--- src/rtl/lbae_pkg.sv ---
// ----------------------------------------------------------------------------
// LED breathe animation engine package
// Shared types, codes and constants for the animation engine.
// ----------------------------------------------------------------------------
package lbae_pkg;

    localparam int LED_COUNT_DEF = 10;

    localparam logic [1:0] REG_BRIGHTNESS = 2'd0;
    localparam logic [1:0] REG_MODE       = 2'd1;
    localparam logic [1:0] REG_FLOOR      = 2'd2;
    localparam logic [1:0] REG_CEILING    = 2'd3;

    localparam logic [2:0] MODE_STATIC  = 3'd0;
    localparam logic [2:0] MODE_BREATHE1 = 3'd1;
    localparam logic [2:0] MODE_BREATHE2 = 3'd2;
    localparam logic [2:0] MODE_BREATHE3 = 3'd3;
    localparam logic [2:0] MODE_CYCLE   = 3'd4;

    localparam logic [1:0] COLOUR_NONE  = 2'd0;
    localparam logic [1:0] COLOUR_BLUE  = 2'd1;
    localparam logic [1:0] COLOUR_GREEN = 2'd2;
    localparam logic [1:0] COLOUR_RED   = 2'd3;

    localparam logic [7:0] LEVEL_MASK   = 8'h1F;
    localparam logic [7:0] HEADER_BITS  = 8'hE0;
    localparam logic [7:0] FULL_LEVEL   = 8'h6F;
    localparam logic [7:0] HALF_LEVEL   = 8'h3F;
    localparam logic [7:0] CYCLE_WRAP   = 8'd120;
    localparam logic [7:0] CYCLE_RED    = 8'd80;
    localparam logic [7:0] CYCLE_GREEN  = 8'd40;

    typedef enum logic [2:0] {
        ACT_KEEP,
        ACT_LOAD_STATIC,
        ACT_LOAD_RED,
        ACT_LOAD_YELLOW,
        ACT_LOAD_ALT,
        ACT_BREATHE,
        ACT_CYCLE
    } action_t;

    typedef enum logic {
        ST_IDLE,
        ST_RUN
    } state_t;

    typedef struct packed {
        logic [7:0] global_byte;
        logic [7:0] blue;
        logic [7:0] green;
        logic [7:0] red;
        logic [2:0] dir;
    } cell_t;

    typedef struct packed {
        action_t    action;
        logic [1:0] dir_sel;
        logic [7:0] brightness;
        logic [4:0] floor_level;
        logic [4:0] ceiling_level;
        logic [1:0] colour;
    } update_ctl_t;

    localparam cell_t CELL_RESET = '{global_byte: 8'h00, blue: 8'h00, green: 8'h00,
                                     red: 8'h00, dir: 3'b111};

endpackage

--- src/rtl/lbae_cell.sv ---
// ----------------------------------------------------------------------------
// LED frame cell
// Holds the frame and breathe direction bits of one LED in the ring.
// ----------------------------------------------------------------------------
module lbae_cell (
    input  logic            clk,
    input  logic            rst_n,
    input  logic            shift,
    input  lbae_pkg::cell_t d,
    output lbae_pkg::cell_t q
);

    lbae_pkg::cell_t cell_reg;
    lbae_pkg::cell_t cell_next;

    always_comb
    begin
        cell_next = shift ? d : cell_reg;
    end

    always_ff @(posedge clk or negedge rst_n)
    begin
        if (!rst_n)
        begin
            cell_reg <= lbae_pkg::CELL_RESET;
        end
        else
        begin
            cell_reg <= cell_next;
        end
    end

    assign q = cell_reg;

endmodule

--- src/rtl/lbae_update.sv ---
// ----------------------------------------------------------------------------
// LED frame update
// Computes the new frame of the LED leaving the head of the ring.
// ----------------------------------------------------------------------------
module lbae_update (
    input  lbae_pkg::cell_t       head,
    input  logic                  odd,
    input  lbae_pkg::update_ctl_t ctl,
    output lbae_pkg::cell_t       upd
);

    logic [7:0] load_level;
    logic [7:0] level_sum;
    logic [8:0] top;
    logic [8:0] bottom;
    logic [8:0] level;
    logic       dir_bit;
    logic       up;
    logic [2:0] dir_new;

    always_comb
    begin
        level_sum  = ctl.brightness + {3'd0, ctl.floor_level};
        load_level = (level_sum & lbae_pkg::LEVEL_MASK) | lbae_pkg::HEADER_BITS;
        top        = {1'b0, ctl.brightness} + {4'd0, ctl.ceiling_level};
        bottom     = {1'b0, ctl.brightness} + {4'd0, ctl.floor_level};
        level      = {1'b0, head.global_byte & lbae_pkg::LEVEL_MASK};
        dir_bit    = head.dir[ctl.dir_sel];
        dir_new    = head.dir;
        if (level >= top)
        begin
            up = 1'b0;
            dir_new[ctl.dir_sel] = 1'b0;
        end
        else if (level <= bottom)
        begin
            up = 1'b1;
            dir_new[ctl.dir_sel] = 1'b1;
        end
        else
        begin
            up = dir_bit;
        end

        upd = head;
        case (ctl.action)
            lbae_pkg::ACT_LOAD_STATIC:
            begin
                upd.global_byte = load_level;
                upd.blue        = 8'h00;
                upd.green       = odd ? lbae_pkg::FULL_LEVEL : 8'h00;
                upd.red         = lbae_pkg::FULL_LEVEL;
            end
            lbae_pkg::ACT_LOAD_RED:
            begin
                upd.global_byte = load_level;
                upd.blue        = 8'h00;
                upd.green       = 8'h00;
                upd.red         = lbae_pkg::HALF_LEVEL;
            end
            lbae_pkg::ACT_LOAD_YELLOW:
            begin
                upd.global_byte = load_level;
                upd.blue        = 8'h00;
                upd.green       = lbae_pkg::HALF_LEVEL;
                upd.red         = lbae_pkg::HALF_LEVEL;
            end
            lbae_pkg::ACT_LOAD_ALT:
            begin
                upd.global_byte = load_level;
                upd.blue        = 8'h00;
                upd.green       = odd ? lbae_pkg::HALF_LEVEL : 8'h00;
                upd.red         = lbae_pkg::HALF_LEVEL;
            end
            lbae_pkg::ACT_BREATHE:
            begin
                upd.global_byte = up ? head.global_byte + 8'd1 : head.global_byte - 8'd1;
                upd.dir         = dir_new;
            end
            lbae_pkg::ACT_CYCLE:
            begin
                upd.global_byte = load_level;
                upd.blue  = (ctl.colour == lbae_pkg::COLOUR_BLUE)  ? lbae_pkg::FULL_LEVEL : 8'h00;
                upd.green = (ctl.colour == lbae_pkg::COLOUR_GREEN) ? lbae_pkg::FULL_LEVEL : 8'h00;
                upd.red   = (ctl.colour == lbae_pkg::COLOUR_RED)   ? lbae_pkg::FULL_LEVEL : 8'h00;
            end
            default:
            begin
                upd = head;
            end
        endcase
    end

endmodule

--- src/rtl/led_breathe_animation_engine_unit.sv ---
// ----------------------------------------------------------------------------
// LED breathe animation engine
// Turns animation ticks into one frame per LED for a serial LED string.
// ----------------------------------------------------------------------------
// Each accepted tick produces LED_COUNT frame transfers, LED 0 first, with
// last_led set on the final one. The LED frames live in a ring of cells that
// rotates by one cell per cycle while a tick runs and the output is not
// stalled; the frame leaving the head is updated, presented on the output and
// written back at the tail. Further ticks stall until the last LED is sent.
// Configuration must be written only between ticks; the block does not check.
module led_breathe_animation_engine_unit #(
    parameter int LED_COUNT = lbae_pkg::LED_COUNT_DEF
) (
    input  logic       clk,
    input  logic       rst_n,
    input  logic       in_valid,
    output logic       in_stall,
    input  logic       restart,
    output logic       out_valid,
    input  logic       out_stall,
    output logic [5:0] led_index,
    output logic [7:0] global_byte,
    output logic [7:0] blue,
    output logic [7:0] green,
    output logic [7:0] red,
    output logic       last_led,
    input  logic       cfg_we,
    input  logic [1:0] cfg_index,
    input  logic [7:0] cfg_data
);

    lbae_pkg::state_t   state_reg, state_next;
    lbae_pkg::action_t  action_reg, action_next;
    logic [7:0]         brightness_reg;
    logic [2:0]         mode_reg;
    logic [4:0]         floor_reg;
    logic [4:0]         ceiling_reg;
    logic [7:0]         counter_reg, counter_next;
    logic [1:0]         colour_reg, colour_next;
    logic [5:0]         idx_reg, idx_next;
    logic               out_valid_reg, out_valid_next;
    lbae_pkg::cell_t    out_reg;
    logic [5:0]         out_idx_reg;
    logic               out_last_reg;
    logic               accept;
    logic               advance;
    logic               is_last;
    lbae_pkg::update_ctl_t ctl;
    lbae_pkg::cell_t    upd;
    lbae_pkg::cell_t    ring [LED_COUNT];

    assign accept  = (state_reg == lbae_pkg::ST_IDLE) && in_valid;
    assign advance = (state_reg == lbae_pkg::ST_RUN) && (!out_valid_reg || !out_stall);
    assign is_last = (idx_reg == 6'(LED_COUNT - 1));

    always_ff @(posedge clk or negedge rst_n)
    begin
        if (!rst_n)
        begin
            brightness_reg <= 8'd0;
            mode_reg       <= lbae_pkg::MODE_STATIC;
            floor_reg      <= 5'd1;
            ceiling_reg    <= 5'd30;
        end
        else if (cfg_we)
        begin
            case (cfg_index)
                lbae_pkg::REG_BRIGHTNESS: brightness_reg <= cfg_data;
                lbae_pkg::REG_MODE:       mode_reg       <= cfg_data[2:0];
                lbae_pkg::REG_FLOOR:      floor_reg      <= cfg_data[4:0];
                lbae_pkg::REG_CEILING:    ceiling_reg    <= cfg_data[4:0];
                default:                  brightness_reg <= brightness_reg;
            endcase
        end
    end

    always_comb
    begin
        state_next     = state_reg;
        action_next    = action_reg;
        counter_next   = counter_reg;
        colour_next    = colour_reg;
        idx_next       = idx_reg;
        out_valid_next = out_valid_reg;
        if (out_valid_reg && !out_stall)
        begin
            out_valid_next = 1'b0;
        end
        case (state_reg)
            lbae_pkg::ST_IDLE:
            begin
                if (accept)
                begin
                    state_next = lbae_pkg::ST_RUN;
                    idx_next   = 6'd0;
                    case (mode_reg)
                        lbae_pkg::MODE_STATIC:
                        begin
                            action_next = lbae_pkg::ACT_LOAD_STATIC;
                        end
                        lbae_pkg::MODE_BREATHE1:
                        begin
                            action_next = restart ? lbae_pkg::ACT_LOAD_RED
                                                  : lbae_pkg::ACT_BREATHE;
                        end
                        lbae_pkg::MODE_BREATHE2:
                        begin
                            action_next = restart ? lbae_pkg::ACT_LOAD_YELLOW
                                                  : lbae_pkg::ACT_BREATHE;
                        end
                        lbae_pkg::MODE_BREATHE3:
                        begin
                            action_next = restart ? lbae_pkg::ACT_LOAD_ALT
                                                  : lbae_pkg::ACT_BREATHE;
                        end
                        lbae_pkg::MODE_CYCLE:
                        begin
                            if (restart)
                            begin
                                action_next  = lbae_pkg::ACT_LOAD_STATIC;
                                counter_next = 8'd0;
                            end
                            else
                            begin
                                action_next = lbae_pkg::ACT_CYCLE;
                                if (counter_reg > lbae_pkg::CYCLE_WRAP)
                                begin
                                    counter_next = 8'd1;
                                end
                                else
                                begin
                                    counter_next = counter_reg + 8'd1;
                                    if (counter_reg > lbae_pkg::CYCLE_RED)
                                    begin
                                        colour_next = lbae_pkg::COLOUR_RED;
                                    end
                                    else if (counter_reg > lbae_pkg::CYCLE_GREEN)
                                    begin
                                        colour_next = lbae_pkg::COLOUR_GREEN;
                                    end
                                    else
                                    begin
                                        colour_next = lbae_pkg::COLOUR_BLUE;
                                    end
                                end
                            end
                        end
                        default:
                        begin
                            action_next = lbae_pkg::ACT_KEEP;
                        end
                    endcase
                end
            end
            lbae_pkg::ST_RUN:
            begin
                if (advance)
                begin
                    out_valid_next = 1'b1;
                    idx_next       = idx_reg + 6'd1;
                    if (is_last)
                    begin
                        state_next = lbae_pkg::ST_IDLE;
                    end
                end
            end
            default:
            begin
                state_next = lbae_pkg::ST_IDLE;
            end
        endcase
    end

    always_ff @(posedge clk or negedge rst_n)
    begin
        if (!rst_n)
        begin
            state_reg     <= lbae_pkg::ST_IDLE;
            action_reg    <= lbae_pkg::ACT_KEEP;
            counter_reg   <= 8'd1;
            colour_reg    <= lbae_pkg::COLOUR_NONE;
            idx_reg       <= 6'd0;
            out_valid_reg <= 1'b0;
        end
        else
        begin
            state_reg     <= state_next;
            action_reg    <= action_next;
            counter_reg   <= counter_next;
            colour_reg    <= colour_next;
            idx_reg       <= idx_next;
            out_valid_reg <= out_valid_next;
        end
    end

    always_ff @(posedge clk)
    begin
        if (advance)
        begin
            out_reg      <= upd;
            out_idx_reg  <= idx_reg;
            out_last_reg <= is_last;
        end
    end

    always_comb
    begin
        ctl.action        = action_reg;
        ctl.dir_sel       = mode_reg[1:0] - 2'd1;
        ctl.brightness    = brightness_reg;
        ctl.floor_level   = floor_reg;
        ctl.ceiling_level = ceiling_reg;
        ctl.colour        = colour_reg;
    end

    lbae_update u_update (
        .head (ring[0]),
        .odd  (idx_reg[0]),
        .ctl  (ctl),
        .upd  (upd)
    );

    for (genvar i = 0; i < LED_COUNT; i++)
    begin : g_ring
        if (i == LED_COUNT - 1)
        begin : g_tail
            lbae_cell u_cell (
                .clk   (clk),
                .rst_n (rst_n),
                .shift (advance),
                .d     (upd),
                .q     (ring[i])
            );
        end
        else
        begin : g_body
            lbae_cell u_cell (
                .clk   (clk),
                .rst_n (rst_n),
                .shift (advance),
                .d     (ring[i + 1]),
                .q     (ring[i])
            );
        end
    end

    assign in_stall    = (state_reg != lbae_pkg::ST_IDLE);
    assign out_valid   = out_valid_reg;
    assign led_index   = out_idx_reg;
    assign global_byte = out_reg.global_byte;
    assign blue        = out_reg.blue;
    assign green       = out_reg.green;
    assign red         = out_reg.red;
    assign last_led    = out_last_reg;

endmodule
--- config.mk ---
export PLATFORM = sky130hd
export DESIGN_NAME = led_breathe_animation_engine_unit
export DESIGN_NICKNAME = d
export VERILOG_FILES = /design/src/rtl/lbae_pkg.sv /design/src/rtl/lbae_cell.sv /design/src/rtl/lbae_update.sv /design/src/rtl/led_breathe_animation_engine_unit.sv
export SDC_FILE = /design/constraint.sdc
export NUM_CORES = 1
export LEC_CHECK = 0
export BUFFER_PORTS_ARGS = -buffer_cell sky130_fd_sc_hd__buf_2
export CORE_ASPECT_RATIO = 1.75
export CORE_MARGIN = 3
export CORE_UTILIZATION = 40
export DETAILED_ROUTE_END_ITERATION = 8
export SYNTH_ARGS = -nofsm -noshare
export SYNTH_HDL_FRONTEND = slang
export SYNTH_SLANG_ARGS = --single-unit
--- constraint.sdc ---
create_clock -name clk -period 13.5 [get_ports clk]
set_input_delay 2.025 -clock clk [delete_from_list [all_inputs] [get_ports clk]]
set_output_delay 2.025 -clock clk [all_outputs]
set_load 0.005 [all_outputs]
# Yosys cells after proc, flatten, opt, wreduce, memory -nomap -nowiden
# Cells that the tools add are included.
[op_classes]
muxes = 36
add_sub_neg = 8
bitwise_logic = 6
reduce_logical = 18
eq_ne = 19
magnitude_cmp = 7
[ops]
columns = ["operator", "n"]
rows = [
  ["case mux 24 bit (5 select lines)", 1],
  ["two-way mux 7 bit", 4],
  ["two-way mux 8 bit", 3],
  ["adder 8 x 5 -> 9 bit", 2],
  ["two-way mux 3 bit", 6],
  ["two-way mux 6 bit", 3],
  ["adder 8 x 1 -> 8 bit, second input constant", 2],
  ["greater-than comparator 8 x 7 -> 1 bit, second input constant", 2],
  ["case mux 8 bit (2 select lines)", 1],
  ["case mux 3 bit (5 select lines)", 1],
  ["== test 3 x 2 -> 1 bit, second input constant", 4],
  ["== test 3 bit, second input constant", 4],
  ["case mux 6 bit (2 select lines)", 1],
  ["AND reduction 2 bit", 6],
  ["two-way mux 1 bit", 11],
  [">= comparator 5 x 9 -> 1 bit", 1],
  ["less-or-equal comparator 5 x 9 -> 1 bit", 1],
  ["== test 2 bit, second input constant", 4],
  ["greater-than comparator 8 x 6 -> 1 bit, second input constant", 1],
  ["subtractor 8 x 1 -> 8 bit, second input constant", 1],
  ["adder 6 x 1 -> 6 bit, second input constant", 1],
  ["== test 3 x 1 -> 1 bit, second input constant", 2],
  ["== test 6 x 4 -> 1 bit, second input constant", 1],
  ["adder 5 bit", 1],
  ["22 further kinds", 30],
]
[word_totals]
elab_cells = 160
ff_bits = 431

# Longest topological paths before layout
[depth]
word_depth = 9
depth_mapped = 22
depth_no_buf = 22

# By module
# Synthesis repeated with hierarchy kept, for this count alone.
[unflattened]
hier_cells = 1159
area_unflattened_um2 = 19220.9
[modules_own_cells]
columns = ["mod", "n_inst", "area_each_um2", "cells_each", "seq_area_each_um2"]
rows = [
  ["lbae_cell", 10, 1457.6, 74, 879.6],
  ["led_breathe_animation_engine_unit", 1, 3171.8, 211, 2229.6],
  ["lbae_update", 1, 1472.7, 208, 0.0],
]

# Worst setup path before layout
# Ideal clock, no wire load.
[synth_path]
kind = "input to register"
start = "input port out_stall"
end = "register out_reg (netlist bit blue[0]), enable pin"
t_arrival_ns = 4.112
path_stages = 6
required_time_ns = 13.082
setup_slack_ns = 8.970
cell_sequence = "nand2_1 -> nand2_1 -> inv_1 -> clkbuf_1 -> buf_1 -> clkbuf_1"
[synth_via]
elab_chain_cells = 3
[synth_lines]
columns = ["item", "line_no", "rtl"]
rows = [
  ["start: declaration", "led_breathe_animation_engine_unit.sv:20", "input logic out_stall,"],
  ["logical NOT 1 bit", "led_breathe_animation_engine_unit.sv:53", "assign advance = (state_reg == lbae_pkg::ST_RUN) && (!out_valid_reg || !out_stall);"],
  ["logical OR 1 bit", "led_breathe_animation_engine_unit.sv:53", ""],
  ["logical AND 1 bit", "led_breathe_animation_engine_unit.sv:53", ""],
  ["net advance", "led_breathe_animation_engine_unit.sv:46", "logic advance;"],
  ["end signal: assignment", "led_breathe_animation_engine_unit.sv:200", "out_reg <= upd;"],
  ["end: declaration", "led_breathe_animation_engine_unit.sv:42", "lbae_pkg::cell_t out_reg;"],
]
# The timed path passes the listed nets, and every way through them passes these cells.
# A chain may end at the register's enable or synchronous reset.

# Worst setup path after layout
[layout_path]
start = "register floor_reg[0]"
end = "register g_ring[9].g_tail.u_cell.cell_reg (netlist bit g_ring[9].g_tail.u_cell.q[34])"
[layout_via]
elab_chain_cells = 6
[layout_lines]
columns = ["item", "line_no", "rtl"]
rows = [
  ["start: declaration", "led_breathe_animation_engine_unit.sv:36", "logic [4:0] floor_reg;"],
  ["start signal: assignment", "led_breathe_animation_engine_unit.sv:70", "lbae_pkg::REG_FLOOR: floor_reg <= cfg_data[4:0];"],
  ["adder 8 x 5 -> 9 bit", "lbae_update.sv:26", "bottom = {1'b0, ctl.brightness} + {4'd0, ctl.floor_level};"],
  ["less-or-equal comparator 5 x 9 -> 1 bit", "lbae_update.sv:35", "else if (level <= bottom)"],
  ["two-way mux 1 bit", "lbae_update.sv:35", ""],
  ["two-way mux 1 bit", "lbae_update.sv:30", "if (level >= top)"],
  ["two-way mux 8 bit", "lbae_update.sv:77", "upd.global_byte = up ? head.global_byte + 8'd1 : head.global_byte - 8'd1;"],
  ["case mux 8 bit (2 select lines)", "lbae_update.sv:46", "case (ctl.action)"],
  ["end signal: assignment", "lbae_cell.sv:25", "cell_reg <= lbae_pkg::CELL_RESET;"],
  ["end signal: assignment", "lbae_cell.sv:29", "cell_reg <= cell_next;"],
  ["end: declaration", "lbae_cell.sv:13", "lbae_pkg::cell_t cell_reg;"],
]
# No other way between the ends.

==> key figures <==
Pwr
  – VDD IR max: 0.1132 mV
  – Pwr/cell area: 218.1 nW/um^2
  – Pleak: 10.46 nW

Timing
  – RSZ-0062 raised after global routing: false
  – Final worst path period need: 4765 ps
  – Clock Skews: 24.89 ps
  – Max-slew violation count: 0
  – Worst Max-Slew Pin Slew: 1112 ps
  – Setup WS post-layout: 8735 ps
  – # setup viols final: 0
  – Max transition margin: 25.75%
  – Period utilization: 35.30%
  – Setup TNS: 0 ps
  – Fin. Hold Viols: 0
  – Max Clock Freq: 209.9 MHz

Floorplanning
  – Initial core utilization: 40.48%
  – # rows: 101
  – Core box area: 43470 sq um
  – Die Y: 283.5 um
  – Die Footprint: 46640 sq um
  – Die width: 164.6 um
  – Io pins: 57

Critical path
  – Critical path fanouts, max: 8
  – Worst setup path endpoint: g_ring[9].g_tail.u_cell.q[34]$_DFFE_PN0P_
  – R2r endpoint: g_ring[9].g_tail.u_cell.q[34]$_DFFE_PN0P_
  – WS Path Type: reg2reg
  – CP startpoint: floor_reg[0]$_DFFE_PN1P_
  – Slowest-stage cell, CP: dfstp_2
  – FF-to-FF setup slack: 8740 ps
  – Reg2reg path depth: 22
  – Slowest Stage Delay on Critical Path: 530 ps
  – CP endpoint kind: flip-flop
  – Critical Path RT: 13970 ps
  – Crit path launch type: flip-flop
  – R2r startpoint: floor_reg[0]$_DFFE_PN1P_
  – Worst path cell trace: ha_1 > inv_1 > fa_1 > inv_1 > a21o_1 > a21oi_1 > xnor2_1 > inv_1 > ha_1 > and3_1 > a31oi_1 > o311a_2 > nand3b_2 > nand2_1 > ha_1 > a21o_1 > a21oi_1 > o211a_1 > nor3_1 > and4_4 > or3b_4 > a41oi_2
  – Worst EP arrival: 5230 ps

Synth
  – Synth Net Count: 1935
  – Syn Inst Count: 1878
  – Ys async rst share: 90.95%
  – Mean Syn Cell Area: 9.370 sq um
  – Ys flop type: dfrtp_1
  – Synth area leaders: dfrtp_1 51%, nand2_1 22%, edfxtp_1 6.7%, dfstp_2 5.4%, ha_1 2.7%
  – Share of the synthesized area in the top cell type: 50.63%
  – Post-Syn Area: 17600 sq um
  – Yosys reg bits: 431
  – Post-synth cell types: 59
  – Post-synth top area cell: dfrtp_1
  – Synth warn: 0
  – Number of flops mapped to enable cells by yosys: 39
  – Sequential share of the synthesized area: 62.66%

Detailed routing
  – Post-route ant nets: 0
  – Number of DRC markers in iteration 0: 788
  – DR vias/cell: 4.797
  – DRT Wirelength: 32840 um
  – Vias: 11974
  – DRC: 0
  – DRT Pass-1 Iters: 4
  – Wire per inst: 13.16 um

Finish
  – Commonest non-fill, non-tap cell in the layout: nand2_1
  – Max reg flops: 315
  – Diode count: 0
  – P&R area growth vs syn: 12.43%
  – Most frequent cells in the layout: 1044 x nand2_1, 356 x dfrtp_1, 55 x buf_2
  – Fraction of final layout cells sized beyond drive strength 1: 10.62%
  – Register area: 11030 sq um
  – Multi-input gate area: 6146 sq um
  – Fin nets: 1955
  – Layout fillers: 4160

Global route
  – Largest net degree at the start of global routing: 237
  – GRT Overall Usage: 14.50%
  – Antenna violations before repair: 0
  – Remaining Overflow, GRT: 0
  – First-pass GRT wire length: 57030 um
  – Vias in the first global route: 11955

Status
  – Outcome: completed

Clocking
  – CTS root buffer: clkbuf_16
  – CTS sink count: 431
  – Post_cts resized: 0
  – CTS max path bufs: 3
  – Clock transition at path regs: 70 ps
  – H-tree depth: 2
  – Worst skew pair latency: 550 ps
  – Post-CTS Setup Inserts: 0
  – TritonCTS clock tree: built
  – Hold_buf cts: 0
  – Number of buffers created by CTS: 40

Worst hold path
  – Hold WC Path Type: reg2reg

Placement
  – Pre-CTS setup slack: 8674 ps
  – HPWL after DPL: 19490 um
  – Gp weighted congestion: 0.7894
  – I/O Buffers: 56

Run
  – Max Cap Violations: 0
==> per-layer routing <==
layer	up-vias	GRT usage [%]	wire length (um)
met1	5845	18.44	14520
met3	59	2.132	936
met5	-	0	0
met4	0	5.016	954
met2	129	25.07	16430
li1	5941	-	-
==> metrics by stage <==
step / hold slack [ps] / total power, mW / instance area, sq um / instances / utilization (%)
6_report: 448.9 / 4.315 / 19780 / 2496 / 45.51
5_1_grt: 458.6 / 4.644 / 19780 / 2496 / 45.51
4_1_cts: 445.4 / 4.393 / 19780 / 2496 / 45.51
3_5_place_dp: 443.2 / 3.163 / 18370 / 2422 / 42.27
3_3_place_gp: 439.3 / 3.114 / 18370 / 2422 / 42.27
2_1_floorplan: 434.6 / 2.792 / 17600 / 1878 / -
==> area by class of cell <==
type | instances | area share [%]
Clock inverter | 16 | 1.107
Clock buffer | 58 | 6.021
Sequential cell | 431 | 55.73
Inverter | 25 | 0.5123
Timing Repair Buffer | 68 | 1.986
Multi-Input combinational cell | 1332 | 31.06
Tap cell | 566 | 3.580
==> critical path, delay by kind of cell, from the launching register on <==
| family | cells | cell delay [ps] |
|---|---|---|
| DFF | 1 | 530 |
| xor gates and xnor gates | 1 | 140 |
| buffers and inverters | 3 | 220 |
| AOI/OAI and AO/OA | 8 | 1400 |
| and+or+nand+nor | 6 | 1200 |
| adders and majority gates | 4 | 1220 |
==> power by group <==
part | leakage (nW) | switching, mW | total (mW) | internal [mW]
combinational | 4.29 | 0.689 | 1.05 | 0.363
clock | 0.694 | 0.487 | 1.20 | 0.712
sequential | 5.47 | 0.260 | 2.07 | 1.81
==> worst min-delay path by stage <==
stage                                                    from                                   endpoint  slack, ps  depth (start not counted)
floorplan            g_ring[2].g_body.u_cell.q[0]$_DFFE_PN1P_   g_ring[1].g_body.u_cell.q[0]$_DFFE_PN1P_        430                          2
global placement     g_ring[8].g_body.u_cell.q[2]$_DFFE_PN1P_   g_ring[7].g_body.u_cell.q[2]$_DFFE_PN1P_        440                          2
detailed placement   g_ring[7].g_body.u_cell.q[2]$_DFFE_PN1P_   g_ring[6].g_body.u_cell.q[2]$_DFFE_PN1P_        440                          2
CTS                 g_ring[3].g_body.u_cell.q[21]$_DFFE_PN0P_  g_ring[2].g_body.u_cell.q[21]$_DFFE_PN0P_        450                          2
global route        g_ring[3].g_body.u_cell.q[21]$_DFFE_PN0P_  g_ring[2].g_body.u_cell.q[21]$_DFFE_PN0P_        460                          2
finish               g_ring[2].g_body.u_cell.q[1]$_DFFE_PN1P_   g_ring[1].g_body.u_cell.q[1]$_DFFE_PN1P_        450                          2
==> synth_stat cells, drive strengths merged (6+ instances only) <==
| cell | number |
|---|---|
| a21o | 22 |
| a21oi | 21 |
| a31oi | 13 |
| and2 | 6 |
| buf | 6 |
| clkbuf | 84 |
| dfrtp | 356 |
| dfstp | 36 |
| edfxtp | 39 |
| ha | 38 |
| inv | 25 |
| mux2 | 27 |
| nand2 | 1045 |
| nand3 | 13 |
| nand4 | 6 |
| nor2 | 34 |
| nor3 | 6 |
| o21ai | 33 |
| xnor2 | 8 |
| xor2 | 6 |
==> logic make-up after synthesis <==
group	count (synthesis)	share of synthesized area, %
multiplexers	29	1.842
flip-flops	431	62.66
buffers and inverters	115	2.460
adder cells (fa/ha/maj)	42	3.100
XOR/XNOR	14	0.6968
AO/OA/AOI/OAI	118	4.380
AND/OR/NAND/NOR	1129	24.86
Power figures use the tool's default switching activity.
